**src/hdl/qrs_pkg.sv**
```systemverilog
// Shared types and constants for the quadratic root solver.
// No dependencies; every other file of the block except qrs_div imports this package.
package qrs_pkg;

    typedef enum logic [1:0] {
        KIND_NONE  = 2'd0,
        KIND_ONE   = 2'd1,
        KIND_TWO   = 2'd2,
        KIND_AZERO = 2'd3
    } root_kind_t;

    // Classification and operand signs of one request
    typedef struct packed {
        root_kind_t kind;
        logic       quad_neg;
        logic       lin_neg;
        logic       const_neg;
    } qrs_ctl_t;

    localparam int unsigned QUEUE_DEPTH     = 4;
    localparam int unsigned QUEUE_PTR_WIDTH = 2;
    localparam int unsigned QUEUE_CNT_WIDTH = 3;

    // Numerator scaling: x/(2a) in Q.16 is (x << 15)/a, 2c/t in Q.16 is (c << 17)/t
    localparam int unsigned HALF_SHIFT  = 15;
    localparam int unsigned CONST_SHIFT = 17;

endpackage

```
**src/hdl/qrs_queue.sv**
```systemverilog
// Short queue between the front and back parts of the quadratic root solver.
// Depends on qrs_pkg.
module qrs_queue #(
    parameter int unsigned DATA_WIDTH = 162
) (
    input  logic                  clk,
    input  logic                  rst_n,
    input  logic                  push,
    input  qrs_pkg::qrs_ctl_t     push_ctl,
    input  logic [DATA_WIDTH-1:0] push_data,
    output logic                  full,
    input  logic                  pop,
    output logic                  nonempty,
    output qrs_pkg::qrs_ctl_t     pop_ctl,
    output logic [DATA_WIDTH-1:0] pop_data
);
    import qrs_pkg::*;

    qrs_ctl_t                   ctl_mem [0:QUEUE_DEPTH-1];
    logic [DATA_WIDTH-1:0]      data_mem [0:QUEUE_DEPTH-1];
    logic [QUEUE_PTR_WIDTH-1:0] wr_ptr_reg, rd_ptr_reg;
    logic [QUEUE_CNT_WIDTH-1:0] count_reg, count_next;

    assign full     = count_reg == QUEUE_CNT_WIDTH'(QUEUE_DEPTH);
    assign nonempty = count_reg != '0;
    assign pop_ctl  = ctl_mem[rd_ptr_reg];
    assign pop_data = data_mem[rd_ptr_reg];

    always_comb
    begin
        count_next = count_reg;
        if (push && !pop)
            count_next = count_reg + 1'b1;
        else if (pop && !push)
            count_next = count_reg - 1'b1;
    end

    always_ff @(posedge clk or negedge rst_n)
    begin
        if (!rst_n)
        begin
            wr_ptr_reg <= '0;
            rd_ptr_reg <= '0;
            count_reg  <= '0;
        end
        else
        begin
            if (push)
                wr_ptr_reg <= wr_ptr_reg + 1'b1;
            if (pop)
                rd_ptr_reg <= rd_ptr_reg + 1'b1;
            count_reg <= count_next;
        end
    end

    always_ff @(posedge clk)
    begin
        if (push)
        begin
            ctl_mem[wr_ptr_reg]  <= push_ctl;
            data_mem[wr_ptr_reg] <= push_data;
        end
    end

endmodule

```
**config.mk**
```make
export PLATFORM = sky130hd
export DESIGN_NAME = qrs_queue
export DESIGN_NICKNAME = d
export VERILOG_FILES = /design/src/hdl/qrs_pkg.sv /design/src/hdl/qrs_queue.sv
export SDC_FILE = /design/constraint.sdc
export NUM_CORES = 1
export LEC_CHECK = 0
export BUFFER_PORTS_ARGS = -buffer_cell sky130_fd_sc_hd__buf_2
export CAP_MARGIN = 20
export CELL_PAD_IN_SITES_DETAIL_PLACEMENT = 0
export CELL_PAD_IN_SITES_GLOBAL_PLACEMENT = 2
export CORE_MARGIN = 2
export CORE_UTILIZATION = 45
export DETAILED_ROUTE_END_ITERATION = 16
export PLACE_DENSITY = 0.85
export SYNTH_ARGS = -nofsm -noshare
export SYNTH_HDL_FRONTEND = slang
export SYNTH_SLANG_ARGS = --single-unit
```
**constraint.sdc**
```tcl
create_clock -name clk -period 7.1 [get_ports clk]
set_clock_uncertainty 0.2 [all_clocks]
set_input_delay 1.42 -clock clk [delete_from_list [all_inputs] [get_ports clk]]
set_output_delay 1.42 -clock clk [all_outputs]
set_load 0.01 [all_outputs]
```
# Word-level counts from Yosys, hierarchy flattened
# Memory sizes are Yosys's and may differ from the RTL's.
# Index checks and enable logic that the tools add are counted.
[word_totals]
reg_bits = 7
latch_bits = 0
ram_bits = 668
mem_bits_ro = 0
inputBits = 171
output_inout_bits = 169
word_cells = 20
mem_count = 2
[classes]
add_sub_neg = 4
multipliers = 0
div = 0
magnitude_cmp = 0
eq_ne = 1
shifts = 0
n_mux = 4
bitwise_logic = 0
n_reduce_logical = 6
[mem_list]
columns = ["name", "depth", "width", "read_ports", "rd_clocked_by_memory_dff", "wr", "line", "rtl"]
rows = [
  ["data_mem", 4, 162, 1, 0, 1, "qrs_queue.sv:20", "logic [DATA_WIDTH-1:0] data_mem [0:QUEUE_DEPTH-1];"],
  ["ctl_mem", 4, 5, 1, 0, 1, "qrs_queue.sv:19", "qrs_ctl_t ctl_mem [0:QUEUE_DEPTH-1];"],
]
[ops]
columns = ["op", "n"]
rows = [
  ["2-to-1 mux 3 bit", 2],
  ["adder 2 x 1 -> 2 bit (second input constant)", 2],
  ["adder 3 x 1 -> 3 bit (second input constant)", 1],
  ["equality test 3 bit (second input constant)", 1],
  ["nonzero test 3 bit", 1],
  ["subtractor 3 x 1 -> 3 bit (second input constant)", 1],
  ["logical AND 1 bit", 2],
  ["zero test 1 bit", 2],
  ["2-to-1 mux 1 bit", 2],
  ["nonzero test 2 bit", 1],
]

# Depth between registers and ports, before layout
# Gate-level depths: netlist of run 1.
[depth]
depth_word = 4
mapped_depth = 7
depth_no_buf = 7

# Least setup slack after synthesis of run 1
# Ideal clock, no wire load.
[synth_timing]
kind = "input-to-reg"
start = "input port push"
end = "memory ctl_mem[1][0] (netlist bit), enable pin"
setup_time_ns = 0.546
t_arrival_ns = 5.222
required_time_ns = 6.354
path_slack_ns = 1.131
stages = 1
path_buffers = 0
path_cell_list = "and2_1"
[synth_between]
elab_chain_cells = 2
[synth_rtl]
columns = ["element", "line", "rtl"]
rows = [
  ["start: declaration", "qrs_queue.sv:8", "input logic push,"],
  ["2-to-1 mux 1 bit", "qrs_queue.sv:58", "if (push)"],
  ["2-to-1 mux 1 bit (implied by the code)", "qrs_queue.sv:60", "ctl_mem[wr_ptr_reg] <= push_ctl;"],
  ["end: declaration", "qrs_queue.sv:19", ""],
]
# Every way passes these cells.

# Final worst setup path of run 1
[layout_timing]
start = "register rd_ptr_reg[0]"
end = "output port pop_data[89]"
[layout_between]
elab_chain_cells = 1
[layout_rtl]
columns = ["element", "line", "rtl"]
rows = [
  ["start: declaration", "qrs_queue.sv:21", "logic [QUEUE_PTR_WIDTH-1:0] wr_ptr_reg, rd_ptr_reg;"],
  ["start signal: assignment", "qrs_queue.sv:51", "rd_ptr_reg <= rd_ptr_reg + 1'b1;"],
  ["memory (4 x 162 bit)", "--", ""],
  ["end: declaration", "qrs_queue.sv:15", "output logic [DATA_WIDTH-1:0] pop_data"],
]
# Every way passes these cells.

==> results.toml, run 1 <==
[critical_path]
endpoint_kind = "primary output"
r2r_slack_ps = 4340
required_ps = 5480
critical_path_class = "reg -> out"
r2r-end = "data_mem[2][23]$_DFFE_PP_"
worstSetupStartpointType = "flop"
worstReg2RegStart = "wr_ptr_reg[0]$_DFFE_PN0P_"
crit_path_max_fanout = 91
ff2ff_path_depth = 4
worstPathArrival_ps = 2580

[clocking]
hold_buffers = 0
cts_tree = "done"
clock_path_buffers = 3
cts_buffers = 70
cts_setup_buffers = 0
clock_sinks = 675
clockRootBuffer = "clkbuf_16"
h-tree-depth = 3
path_clk_slew_ps = 60
cts_resized = 0
insertion_delay_ps = 590

[finish]
nets = 1467
layout-drive-gt1-share_pct = 46.3
layout_common_cells = "668 x edfxtp_1, 339 x buf_2, 167 x mux4_2"
final_common_cell = "edfxtp_1"
area_growth_pct = 19.0
largest_reg_flops = 648
fillers = 4081

[sta]
post-route-min-period_ps = 4200
period_share_pct = 59.2
tightestPinTransition_ps = 925
final_hold_viol_count = 0
setup_viol = 0
timing.fmax_mhz = 238
setup_tns_ps = 0
drv_slew = 0
grt_setup_unrepaired = "false"
max_slew_margin_pct = 38.3
final.setup.worst_slack_ps = 2900

[route]
wirelength_um = 46600
wl_per_cell_um = 22.8
drc_errors = 0
first_pass_iters = 4
drt_iter0_markers = 620
routed_via_density = 5.33
dr_total_vias = 10885
drtAntennaViolNets = 0

[logic_synthesis]
syn_area_per_cell_sq_um = 27.0
synth_top_area_cell = "edfxtp_1"
synth_seq_cells = 675
yosysSeqAreaShare_pct = 82.6
netlist-cell-type-count = 18
synthCells = 907
yosysTopAreaCellShare_pct = 81.9
synth.cell_area_sq_mm = 0.0245
synth_nets = 1084
synth_area_leaders = "edfxtp_1 82%, mux4_2 15%, dfrtp_1 0.72%, buf_6 0.64%, buf_2 0.39%"
synth_warnings = 0

[power]
seq_power_share_pct = 43.9
p_leak_nw = 9.87
powerDensity_mw_per_mm2 = 420
clkPwrFrac_pct = 28.0
vdd_drop_max_mv = 0.391
power_switching_mw = 3.52
p_int_mw = 8.73
switching_share_pct = 28.7
combPwrFrac_pct = 28.1

[floorplan]
die_area_sq_mm = 0.0563
rows = 85
ios = 340
dieHeight_um = 237
die_x_um = 237
coreArea_sq_mm = 0.0538
initial_core_util_pct = 45.5

[global_routing]
use_met2_pct = 27.0
grt_usage_pct = 16.6
busiest_layer = "met2"
grt_max_degree = 133
grt_overflow = 0
grt_pass1_vias = 11442
grt_pass1_wl_um = 70000
antenna_found_initial = 10
globalRouteMet3Util_pct = 5.17
gr-usage-met1_pct = 21.7

[outcome]
status = "complete, no violations"

[hold_path]
hold_depth = 1
min_path_type = "reg -> reg"
min_from = "count_reg[2]$_DFFE_PN0P_"
min_to = "count_reg[2]$_DFFE_PN0P_"

[flow_run]
drv_cap = 0

[place]
io_buffers = 339
dp_hpwl_um = 26800
dp_slack_ps = 3380
gp_congestion = 0.718
## cell type report
type                    count  area (sq um)  share of cell area, %
flip-flops and latches    675         20200                   69.5
clock buffers              82          1820                   6.24
well taps                 696           871                   2.99
repair buffers            349          1880                   6.45
diodes                      3          7.51                 0.0258
clock inverters            42           333                   1.14
multi-input cells         190          3970                   13.6
inverters                   4          15.0                 0.0515
## synth_stat cells (all sizes together)
master	number
edfxtp	668
mux4	167
buf	33
dfrtp	7
clkbuf	5
ha	5
and2	4
inv	4
xor2	4
nand2	2
xnor2	2
fa	1
mux2	1
nor2	1
nor3b	1
o21ai	1
or3	1
## critical path, cell delays in order (launching register included)
cell and delay [ps]:
dfrtp_4 460, buf_12 440, mux4_2 650, buf_2 170
## cell families after synthesis
family | count (synthesis) | synth area share (%)
DFF | 675 | 82.6
muxes | 168 | 15.4
buffers and inverters | 42 | 1.17
and+or+nand+nor | 9 | 0.204
xor gates and xnor gates | 6 | 0.215
adders and majority gates | 6 | 0.337
AOI/OAI and AO/OA | 1 | 0.0204
## power by group through the flow
stage	registers (mW)	clock network (mW)	logic, mW
3_3_place_gp	5.41	0	3.54
5_1_grt	5.43	3.69	3.71
6_report	5.37	3.43	3.44
2_1_floorplan	5.52	0	2.28
3_5_place_dp	5.46	0	3.55
4_1_cts	5.38	3.54	3.57
## per-stage QoR
stage	area, sq um	total power, mW	hold WS (ps)	cells	util, %
after floorplan	24500	7.79	249	907	-
final	29100	12.2	283	2041	54.1
after global routing	29100	12.8	327	2039	54.1
after global placement	27000	8.95	264	1913	50.1
after detailed placement	27000	9.02	275	1914	50.1
after CTS	29100	12.5	283	2038	54.1
## worst max-delay path by stage
| stage | startpoint | end | cells after the start |
|---|---|---|---|
| after floorplan | push | ctl_mem[1][0]$_DFFE_PP_ | 1 |
| after global placement | push | data_mem[2][53]$_DFFE_PP_ | 3 |
| after detailed placement | push | data_mem[2][54]$_DFFE_PP_ | 3 |
| after CTS | rd_ptr_reg[0]$_DFFE_PN0P_ | pop_data[89] | 3 |
| after global routing | rd_ptr_reg[0]$_DFFE_PN0P_ | pop_data[110] | 3 |
| final | rd_ptr_reg[0]$_DFFE_PN0P_ | pop_data[89] | 3 |
## per-layer routing
layer	wire length [um]	up-vias
met5	83	-
met4	859	12
met3	3500	76
met2	23200	317
met1	18900	5756
li1	-	4724
Note: power is estimated with default switching activity, not from simulation.
==> run 2, diff against run 1 <==
==> constraint.sdc (replaced) <==
create_clock -name clk -period 4.4 [get_ports clk]
set_clock_uncertainty 0.2 [all_clocks]
set_input_delay 0.88 -clock clk [delete_from_list [all_inputs] [get_ports clk]]
set_output_delay 0.88 -clock clk [all_outputs]
set_load 0.01 [all_outputs]
==> run 2 against run 1 <==
Compared with the run above:
- die area is the same
- sequential share of layout area fell by 0.53 points
- register-to-register slack worse by 2300 ps
- sequential power rose by 64%
- wire length increased by 1.0%
- via count increased by 0.77%
- non-clock buffer count up 23
- critical path depth unchanged
- flip-flop and latch count unchanged
- final area grew 0.76%
- setup slack worse by 2100 ps
- count of clock-buffer cells in the layout grew 5
- highest routed layer unchanged
- critical endpoint is now pop_data[147]
==> results.toml, run 2 (synthesized netlist as in run 1, its figures left out) <==
[clocking]
path_clk_slew_ps = 60
cts_resized = 0
cts_tree = "done"
clock_sinks = 675
clockRootBuffer = "clkbuf_16"
hold_buffers = 1
insertion_delay_ps = 580
clock_path_buffers = 3
cts_setup_buffers = 0
cts_buffers = 68
h-tree-depth = 3

[route]
drtAntennaViolNets = 0
wl_per_cell_um = 22.8
drt_iter0_markers = 774
first_pass_iters = 4
dr_total_vias = 10969
drc_errors = 0
routed_via_density = 5.32
wirelength_um = 47000

[place]
gp_congestion = 0.720
dp_hpwl_um = 29000
dpl.cell_count = 1936
dp_slack_ps = 1300
io_buffers = 339

[global_routing]
grt_overflow = 0
grt_pass1_wl_um = 70900
grt_max_degree = 73
antenna_found_initial = 12
grt_pass1_vias = 11489
grt_usage_pct = 16.9

[hold_path]
min_from = "count_reg[2]$_DFFE_PN0P_"
min_path_type = "reg -> reg"

[finish]
fin_util_pct = 54.6
largest_reg_flops = 648
regArea_sq_mm = 0.0202
multi_input_area_sq_mm = 0.00397
fin_cells = 2060
layout_common_cells = "668 x edfxtp_1, 339 x buf_2, 167 x mux4_2"
fillers = 4054
layout-drive-gt1-share_pct = 46.2
final_common_cell = "edfxtp_1"
nets = 1488
area_growth_pct = 19.9

[outcome]
status = "complete, no violations"

[critical_path]
endpoint_kind = "primary output"
crit_path_max_fanout = 42
crit_family = "flip-flops"
critPathMaxStageDelay_ps = 960
r2r_slack_ps = 2070
worstReg2RegStart = "wr_ptr_reg[0]$_DFFE_PN0P_"
worstSetupStartpointType = "flop"
required_ps = 3320
cp_slowest_cell = "dfrtp_4"
crit_start = "rd_ptr_reg[1]$_DFFE_PN0P_"
crit_chain = "buf_4 > mux4_2 > buf_2"
worstPathArrival_ps = 2570
critical_path_class = "reg -> out"
cp.buffers_inverters = 2

[power]
p_leak_nw = 9.98
vdd_drop_max_mv = 0.384
powerDensity_mw_per_mm2 = 676

[sta]
max_slew_margin_pct = 40.1
grt_setup_unrepaired = "false"
setup_viol = 0
post-route-min-period_ps = 3650
final_hold_viol_count = 0
drv_slew = 0
timing.fmax_mhz = 274
tightestPinTransition_ps = 898
final.setup.worst_slack_ps = 748
setup_tns_ps = 0
period_share_pct = 83.0

[floorplan]
coreArea_sq_mm = 0.0538
dieHeight_um = 237
die_x_um = 237
die_area_sq_mm = 0.0563
ios = 340
initial_core_util_pct = 45.5
rows = 85

[flow_run]
drv_cap = 0
[run 2: cell count changes in the layout (fill, tap and decap cells not counted), sizes merged]
cell,previous run,this run
clkinvlp,2,0
clkinv,28,27
inv,12,5
bufinv,4,5
buf,349,371
clkbuf,82,87
dlygate4sd3,0,1
[run 2: path summary, 6_finish.rpt]
path                                             end  cells past startpoint
max reg2reg                data_mem[0][77]$_DFFE_PP_                      4
max in group asynchronous  rd_ptr_reg[1]$_DFFE_PN0P_                      2
min in group asynchronous   count_reg[2]$_DFFE_PN0P_                      2
min                         count_reg[2]$_DFFE_PN0P_                      1
max                                    pop_data[147]                      3
min reg2reg                 count_reg[2]$_DFFE_PN0P_                      1
[run 2: metrics by stage]
stage | total power [mW] | hold slack (ps) | instance area [sq um]
after floorplan | 12.5 | 249 | 24500
after global placement | 14.6 | 262 | 27200
after detailed placement | 14.7 | 275 | 27200
after CTS | 20.2 | 252 | 29400
after global routing | 20.8 | 269 | 29400
final | 19.9 | 280 | 29400
[run 2: power breakdown]
group          internal [mW]  switching (mW)  leakage, nW
sequential              8.40           0.404         6.22
combinational           2.61            2.98         2.74
clock                   3.23            2.23         1.03
[run 2: final cells by class]
cell class,count,area share (%)
Clock buffer,87,6.26
Inverter,4,0.0511
Timing Repair Buffer,372,7.31
Sequential cell,675,68.9
Antenna cell,3,0.0256
Tap cell,696,2.97
Multi-Input combinational cell,190,13.5
Clock inverter,33,0.916
[run 2: per-layer routing]
metal	vias to the layer above	wire length, um	GRT usage [%]	share of wire [%]
met3	68	4000	5.81	8.5
li1	4765	-	-	-
met5	-	80	0	0.17
met2	337	22800	26.4	48
met1	5785	19400	22.8	41
met4	14	826	4.97	1.8
